===== config.mk =====
export PLATFORM = sky130hd
export DESIGN_NAME = cau_front
export DESIGN_NICKNAME = d
export VERILOG_FILES = /design/src/cau_pkg.sv /design/src/cau_front.sv
export SDC_FILE = /design/constraint.sdc
export NUM_CORES = 1
export LEC_CHECK = 0
export BUFFER_PORTS_ARGS = -buffer_cell sky130_fd_sc_hd__buf_2
export CORE_ASPECT_RATIO = 1.25
export CORE_MARGIN = 10
export CORE_UTILIZATION = 35
export CTS_CLUSTER_DIAMETER = 150
export DETAILED_ROUTE_END_ITERATION = 8
export GPL_TIMING_DRIVEN = 1
export PLACE_DENSITY = 0.58
export SLEW_MARGIN = 20
export SYNTH_ARGS = -nofsm -noshare
export SYNTH_HDL_FRONTEND = slang
export SYNTH_SLANG_ARGS = --single-unit

===== constraint.sdc =====
create_clock -name clk -period 5.2 [get_ports clk]
set_clock_uncertainty 0.15 [all_clocks]
set_input_delay 0.52 -clock clk [delete_from_list [all_inputs] [get_ports clk]]
set_output_delay 0.52 -clock clk [all_outputs]
set_load 0.02 [all_outputs]

===== src/cau_pkg.sv =====
`timescale 1ns / 1ps
// ----------------------------------------------------------------------------
// cau_pkg
// Shared types, codes and helpers for the complex arithmetic unit.
// ----------------------------------------------------------------------------
package cau_pkg;

	localparam int DW   = 32;          // width of one part
	localparam int FB   = 16;          // fraction bits
	localparam int PW   = 2 * DW;      // full product width
	localparam int WW   = PW + 2;      // wide signed work width
	localparam int RW   = PW + FB;     // divider remainder width
	localparam int DSW  = PW + DW;     // shifted divisor width
	localparam int CW   = $clog2(DW);  // divider step counter width

	localparam int QDEPTH = 4;
	localparam int QAW    = $clog2(QDEPTH);

	localparam logic [1:0] KIND_ADD = 2'd0;
	localparam logic [1:0] KIND_SUB = 2'd1;
	localparam logic [1:0] KIND_MUL = 2'd2;
	localparam logic [1:0] KIND_DIV = 2'd3;

	localparam logic [1:0] ST_OK  = 2'd0;
	localparam logic [1:0] ST_SAT = 2'd1;
	localparam logic [1:0] ST_DZ  = 2'd2;

	typedef struct packed {
		logic [1:0]           kind;
		logic signed [DW-1:0] a_real;
		logic signed [DW-1:0] a_imag;
		logic signed [DW-1:0] b_real;
		logic signed [DW-1:0] b_imag;
	} cau_in_t;

	typedef struct packed {
		logic signed [DW-1:0] res_real;
		logic signed [DW-1:0] res_imag;
		logic [1:0]           status;
	} cau_out_t;

	// queued item with its classification
	typedef struct packed {
		cau_in_t data;
		logic    b_zero;
	} cau_item_t;

	typedef struct packed {
		logic [DW-1:0] val;
		logic          sat;
	} cau_sat_t;

	localparam logic signed [WW-1:0] SMAX = {{(WW-DW+1){1'b0}}, {(DW-1){1'b1}}};
	localparam logic signed [WW-1:0] SMIN = {{(WW-DW+1){1'b1}}, {(DW-1){1'b0}}};

	function automatic cau_sat_t saturate(input logic signed [WW-1:0] v);
		cau_sat_t r;
		if (v > SMAX) begin
			r.val = SMAX[DW-1:0];
			r.sat = 1'b1;
		end else if (v < SMIN) begin
			r.val = SMIN[DW-1:0];
			r.sat = 1'b1;
		end else begin
			r.val = v[DW-1:0];
			r.sat = 1'b0;
		end
		return r;
	endfunction

endpackage


===== src/cau_front.sv =====
`timescale 1ns / 1ps
// ----------------------------------------------------------------------------
// cau_front
// Accepts items, flags a zero divisor and queues them for the back end.
// ----------------------------------------------------------------------------
module cau_front (
	input  logic               clk,
	input  logic               arst_n,
	input  logic               start,
	output logic               busy,
	input  cau_pkg::cau_in_t   op,
	output logic               head_valid,
	output cau_pkg::cau_item_t head,
	input  logic               pop
);
	import cau_pkg::*;

	cau_item_t      mem_q [QDEPTH];
	logic [QAW-1:0] wr_q;
	logic [QAW-1:0] rd_q;
	logic [QAW:0]   count_q;
	logic           push;
	logic           do_pop;
	cau_item_t      item;

	assign busy       = (count_q == (QAW+1)'(QDEPTH));
	assign push       = start && !busy;
	assign head_valid = (count_q != '0);
	assign do_pop     = pop && head_valid;
	assign head       = mem_q[rd_q];

	always_comb begin
		item.data   = op;
		item.b_zero = (op.b_real == '0) && (op.b_imag == '0);
	end

	always_ff @(posedge clk) begin
		if (push) begin
			mem_q[wr_q] <= item;
		end
	end

	always_ff @(posedge clk or negedge arst_n) begin
		if (!arst_n) begin
			wr_q    <= '0;
			rd_q    <= '0;
			count_q <= '0;
		end else begin
			if (push) begin
				wr_q <= wr_q + 1'b1;
			end
			if (do_pop) begin
				rd_q <= rd_q + 1'b1;
			end
			case ({push, do_pop})
				2'b10:   count_q <= count_q + 1'b1;
				2'b01:   count_q <= count_q - 1'b1;
				default: count_q <= count_q;
			endcase
		end
	end

endmodule


After elaboration in Yosys (flattened, before gate mapping)
Memory sizes are Yosys's and may differ from the RTL's. Cells that the tools add are included.

Eq/ne operators: 3. Order comparisons: 0. Bitwise operators: 0. Div/mod/pow operators: 0. Shift-type cells: 0. Multiply operators: 0. Mux-type cells: 3. Reductions and logical operators: 8. Add/subtract/negate cells: 4.

Operator list (count): $logic_not A32 Y1 (2); $pmux W3 S2 (1); $add A2 B1 Y2 const B (2); $add A3 B1 Y3 const B (1); $eq A3 B3 Y1 const B (1); $logic_and A1 B1 Y1 (3); $reduce_bool A3 Y1 (1); $sub A3 B1 Y3 const B (1); $eq A2 B1 Y1 const B (1); $eq A2 B2 Y1 const B (1); $mux W1 (2); $reduce_bool A2 Y1 (1); $logic_not A1 Y1 (1).

Bits of input ports: 134. Output and inout bits: 133. Memories kept: 1. ROM bits: 0. Bits in registers: 7. Latch bits: 0. RAM bits: 524. Logic and storage cells: 22.

Memories: mem_q (words 4, bits a word 131, rd ports 1, clocked after memory_dff 0, wr ports 1, line cau_front.sv:18) `cau_item_t mem_q [QDEPTH];`.

Logic depth before layout (Yosys ltp)
Depth after elaboration: 5. Depth in mapped cells: 9. Mapped depth without buffers: 9.

Least setup slack after synthesis
OpenSTA, ideal clock, no wires.

Path kind: reg-to-reg. Start: reg count_q[2]. End: mem mem_q[0][0] in the netlist's numbering (enable). Slack: 0.555 ns. Required time: 4.544 ns. Stages on the path, launching flop included: 4. Setup time: 0.506 ns. Buffers on the path: 0. Clock period less this slack: 4.645 ns. Arrival time: 3.989 ns. Cells stage by stage: dfrtp_1 nor3b_1 nor2b_1 and2_1.

Word-level cells in the longest chain between the ends: 5.

RTL lines: start, declared (line cau_front.sv:21) `logic [QAW:0] count_q;`; start signal, assigned (line cau_front.sv:56) `2'b10: count_q <= count_q + 1'b1;`; start signal, assigned (line cau_front.sv:57) `2'b01: count_q <= count_q - 1'b1;`; start signal, assigned (line cau_front.sv:58) `default: count_q <= count_q;`; $eq A3 B3 Y1 (line cau_front.sv:26) `assign busy = (count_q == (QAW+1)'(QDEPTH));`; via busy (line cau_front.sv:10) `output logic busy,`; $logic_not A1 Y1 (line cau_front.sv:27) `assign push = start && !busy;`; $logic_and A1 B1 Y1 (line cau_front.sv:27); $mux W1 (line cau_front.sv:38) `if (push) begin`; $mux W1 (not written as such) (line cau_front.sv:39) `mem_q[wr_q] <= item;`; end, declared (line cau_front.sv:18).

The timed path passes the listed nets, and every way through them passes these cells.

==> metrics <==
die span in y=283.5 µm; fin worst setup slack=~1.8 ns; CP required=between 4 and 5 ns; final hold violations=0; CP Class=flip-flop to output port; chip width=roughly 230 µm; CTS tree=done; Post-Synthesis Cells=743; routed wire length=between 40 and 50 mm; GRT Total Usage=between 10% and 20%; CTS Buf Count=53; Avg WL per Cell=22.33 µm; Port Buffer Count=roughly 270; pre-CTS setup slack=2.283 ns; Max-slew headroom=approximately 33%; final setup violation count=0; CTS root buffer=clkbuf_16; power per cell area=about 570 nW/µm²; GRT overflow=0; Synth Net Count=around 880; Pwr Total=14.02 mW; first-pass GRT wire length=65.94 mm; CTS Buffer Depth=3; DRC marker count from the first detailed-route iteration=roughly 570; max_cap viols=0; Sum Neg Setup Slack=0 ns; minimum clock period=3.427 ns; Die ar.=between 60000 and 70000 µm²; Post-CTS Resized=0; core area=approximately 55000 µm²; Area Growth Syn to Fin=26.18%; f_max=between 200 and 300 MHz; status=finished clean; clk slew on worst S/H paths=about 0.06 ns; Metal-1 WL=between 15 and 20 mm; Initial Util=~35%; Vias/cell=approximately 4.8; # IOs=roughly 270; VDD IR-drop max=approximately 0.55 mV; dpl hpwl=about 26 mm; post-synthesis sequential area ratio=81.86%; Post-DP Area=between 20000 and 25000 µm²; clk sinks=around 530; vias in the first global route=10391; layout cells sized above 1=just over 40%; met3 wire length=~2.7 mm; #FFs+latches synth=~530; WL met2=approximately 22 mm; design area=between 20000 and 25000 µm²; RSZ-0062 raised after global routing=no; critical path endpoint category=output port; first drt pass iteration count=4; max layer used=met5; Slew Limit Fails=0; Syn Area/Cell=~26 µm²; Ys Warns=0; initial antenna violation count=3; via count=between 9000 and 10000; Critical Path AT=2.76 ns; Setup crit start kind=flip-flop; CP Max Fanout=between 50 and 60; Tcrit/Tclk final=65.91%; NumNets Final=1305; worst slew pin tran=1.010 ns; synthesized area=19440 µm²; CTS H-Tree Depth=2; Min-Delay Path Class=input pin to flip-flop; RD Place Congestion=roughly 0.7; Leak Pwr=between 8 and 9 nW; drt drc=0; row count=96; post-synth cell types=23; largest net degree at the start of global routing=80; Final ANT Viol Nets=0; clk_lat worst skew=between 0.5 and 0.6 ns
-- layout make-up --
class                      instances  area, µm²
clock inverter                    28      221.5
clock buffer                      71       1436
tap                              735      919.6
sequential                       531      15920
antenna                            1      2.502
multi-input combinational        176       3309
inverter                           6      22.52
fill                            4661      30370
timing repair buffer             397       2695
-- cells in the final DEF, fill, tap and decap left out --
| master | Yosys | final |
|---|---|---|
| buf_2 | 16 | 266 |
| nand2_1 | 1 | 1 |
| fa_1 | 1 | 1 |
| clkinv_2 | 0 | 10 |
| nor4_1 | 17 | 17 |
| diode_2 | 0 | 1 |
| dlygate4sd3_1 | 0 | 117 |
| nor2b_1 | 1 | 1 |
| clkbuf_1 | 4 | 16 |
| o31a_1 | 1 | 1 |
| nor3b_1 | 1 | 1 |
| xor2_1 | 3 | 3 |
| nand4_1 | 4 | 4 |
| xnor2_1 | 3 | 3 |
| inv_1 | 6 | 6 |
| clkbuf_16 | 0 | 55 |
| bufinv_16 | 0 | 3 |
| dfrtp_4 | 0 | 2 |
| mux2_2 | 1 | 1 |
| nor2_1 | 1 | 1 |
| and2_4 | 0 | 4 |
| edfxtp_1 | 524 | 524 |
| mux2i_1 | 1 | 1 |
| dfrtp_1 | 7 | 5 |
| mux4_2 | 131 | 131 |
| clkinv_1 | 0 | 10 |
| buf_4 | 1 | 7 |
| clkinv_4 | 0 | 2 |
| inv_6 | 0 | 3 |
| ha_1 | 5 | 5 |
| or3_1 | 1 | 1 |
| buf_12 | 0 | 7 |
-- metrics by stage --
step,hold WS (ns),instances,util [%]
after floorplan,0.07441,743,-
after global placement,0.2198,1728,39.52
after detailed placement,0.2268,1728,39.52
after CTS,0.002781,1944,44.67
after global routing,0.01039,1944,44.67
final,0.03786,1945,44.68
-- power by group --
part	leakage (nW)	switching, mW	internal (mW)
Combinational	2.61	2.67	1.77
Sequential	4.88	0.279	5.65
Clock	0.816	1.56	2.09
Total	8.31	4.51	9.51
-- layer usage --
layer / global-route usage (%) / vias to the layer above
li1: - / 4074
met1: 16.06 / 4966
met2: 22.20 / 238
met3: 3.910 / 71
met4: 3.771 / 6
met5: 0 / -
-- critical path, cell delays in order, from the launching register on --
cell	delay, ns
dfrtp_4	1.07
buf_12	0.42
mux4_2	0.40
buf_2	0.18
-- logic make-up after synthesis --
logic type / after synthesis / synth area share [%]
mux: 133 / 15.29
xor+xnor: 6 / 0.2704
simple gates: 30 / 0.9463
buf+inv: 36 / 1.165
flops: 531 / 81.86
fa+ha+maj: 6 / 0.4249
compound gates: 1 / 0.04507
-- repair_timing --
item,CTS,global route
setup buffers,0,0
hold buffers,117,0
endpoints found under the hold margin,462,0
-- worst paths after layout --
check / startpoint / end / slack (ns) / cells past startpoint
max: rd_q[1] / head[18] / 1.77 / 3
min: op[29] / mem_q[2][30] / 0.04 / 1
max reg2reg: count_q[2] / mem_q[3][110] / 2.45 / 4
min reg2reg: count_q[2] / count_q[2] / 0.35 / 1
max in group asynchronous: arst_n / rd_q[1] / 4.54 / 2
min in group asynchronous: arst_n / wr_q[1] / 0.17 / 2
-- state kept, by name, summed over array words and instances, names as in the netlist --
name	flops
count_q	3
rd_q	2
mem_q	524
wr_q	2
-- Yosys cell counts, drive strengths merged --
| master | n | share of area, % |
|---|---|---|
| mux2i | 1 | 0.052 |
| xor2 | 3 | 0.14 |
| nor4 | 17 | 0.55 |
| nand4 | 4 | 0.13 |
| nand2 | 1 | 0.019 |
| nor2b | 1 | 0.032 |
| nor3b | 1 | 0.039 |
| edfxtp | 524 | 81 |
| fa | 1 | 0.10 |
| xnor2 | 3 | 0.14 |
| o31a | 1 | 0.045 |
| inv | 6 | 0.12 |
| or3 | 1 | 0.032 |
| and2 | 4 | 0.13 |
| dfrtp | 7 | 0.90 |
| clkbuf | 4 | 0.077 |
| nor2 | 1 | 0.019 |
| mux4 | 131 | 15 |
| ha | 5 | 0.32 |
| buf | 26 | 0.97 |
| mux2 | 1 | 0.058 |
Power figures use the tool's default switching activity.
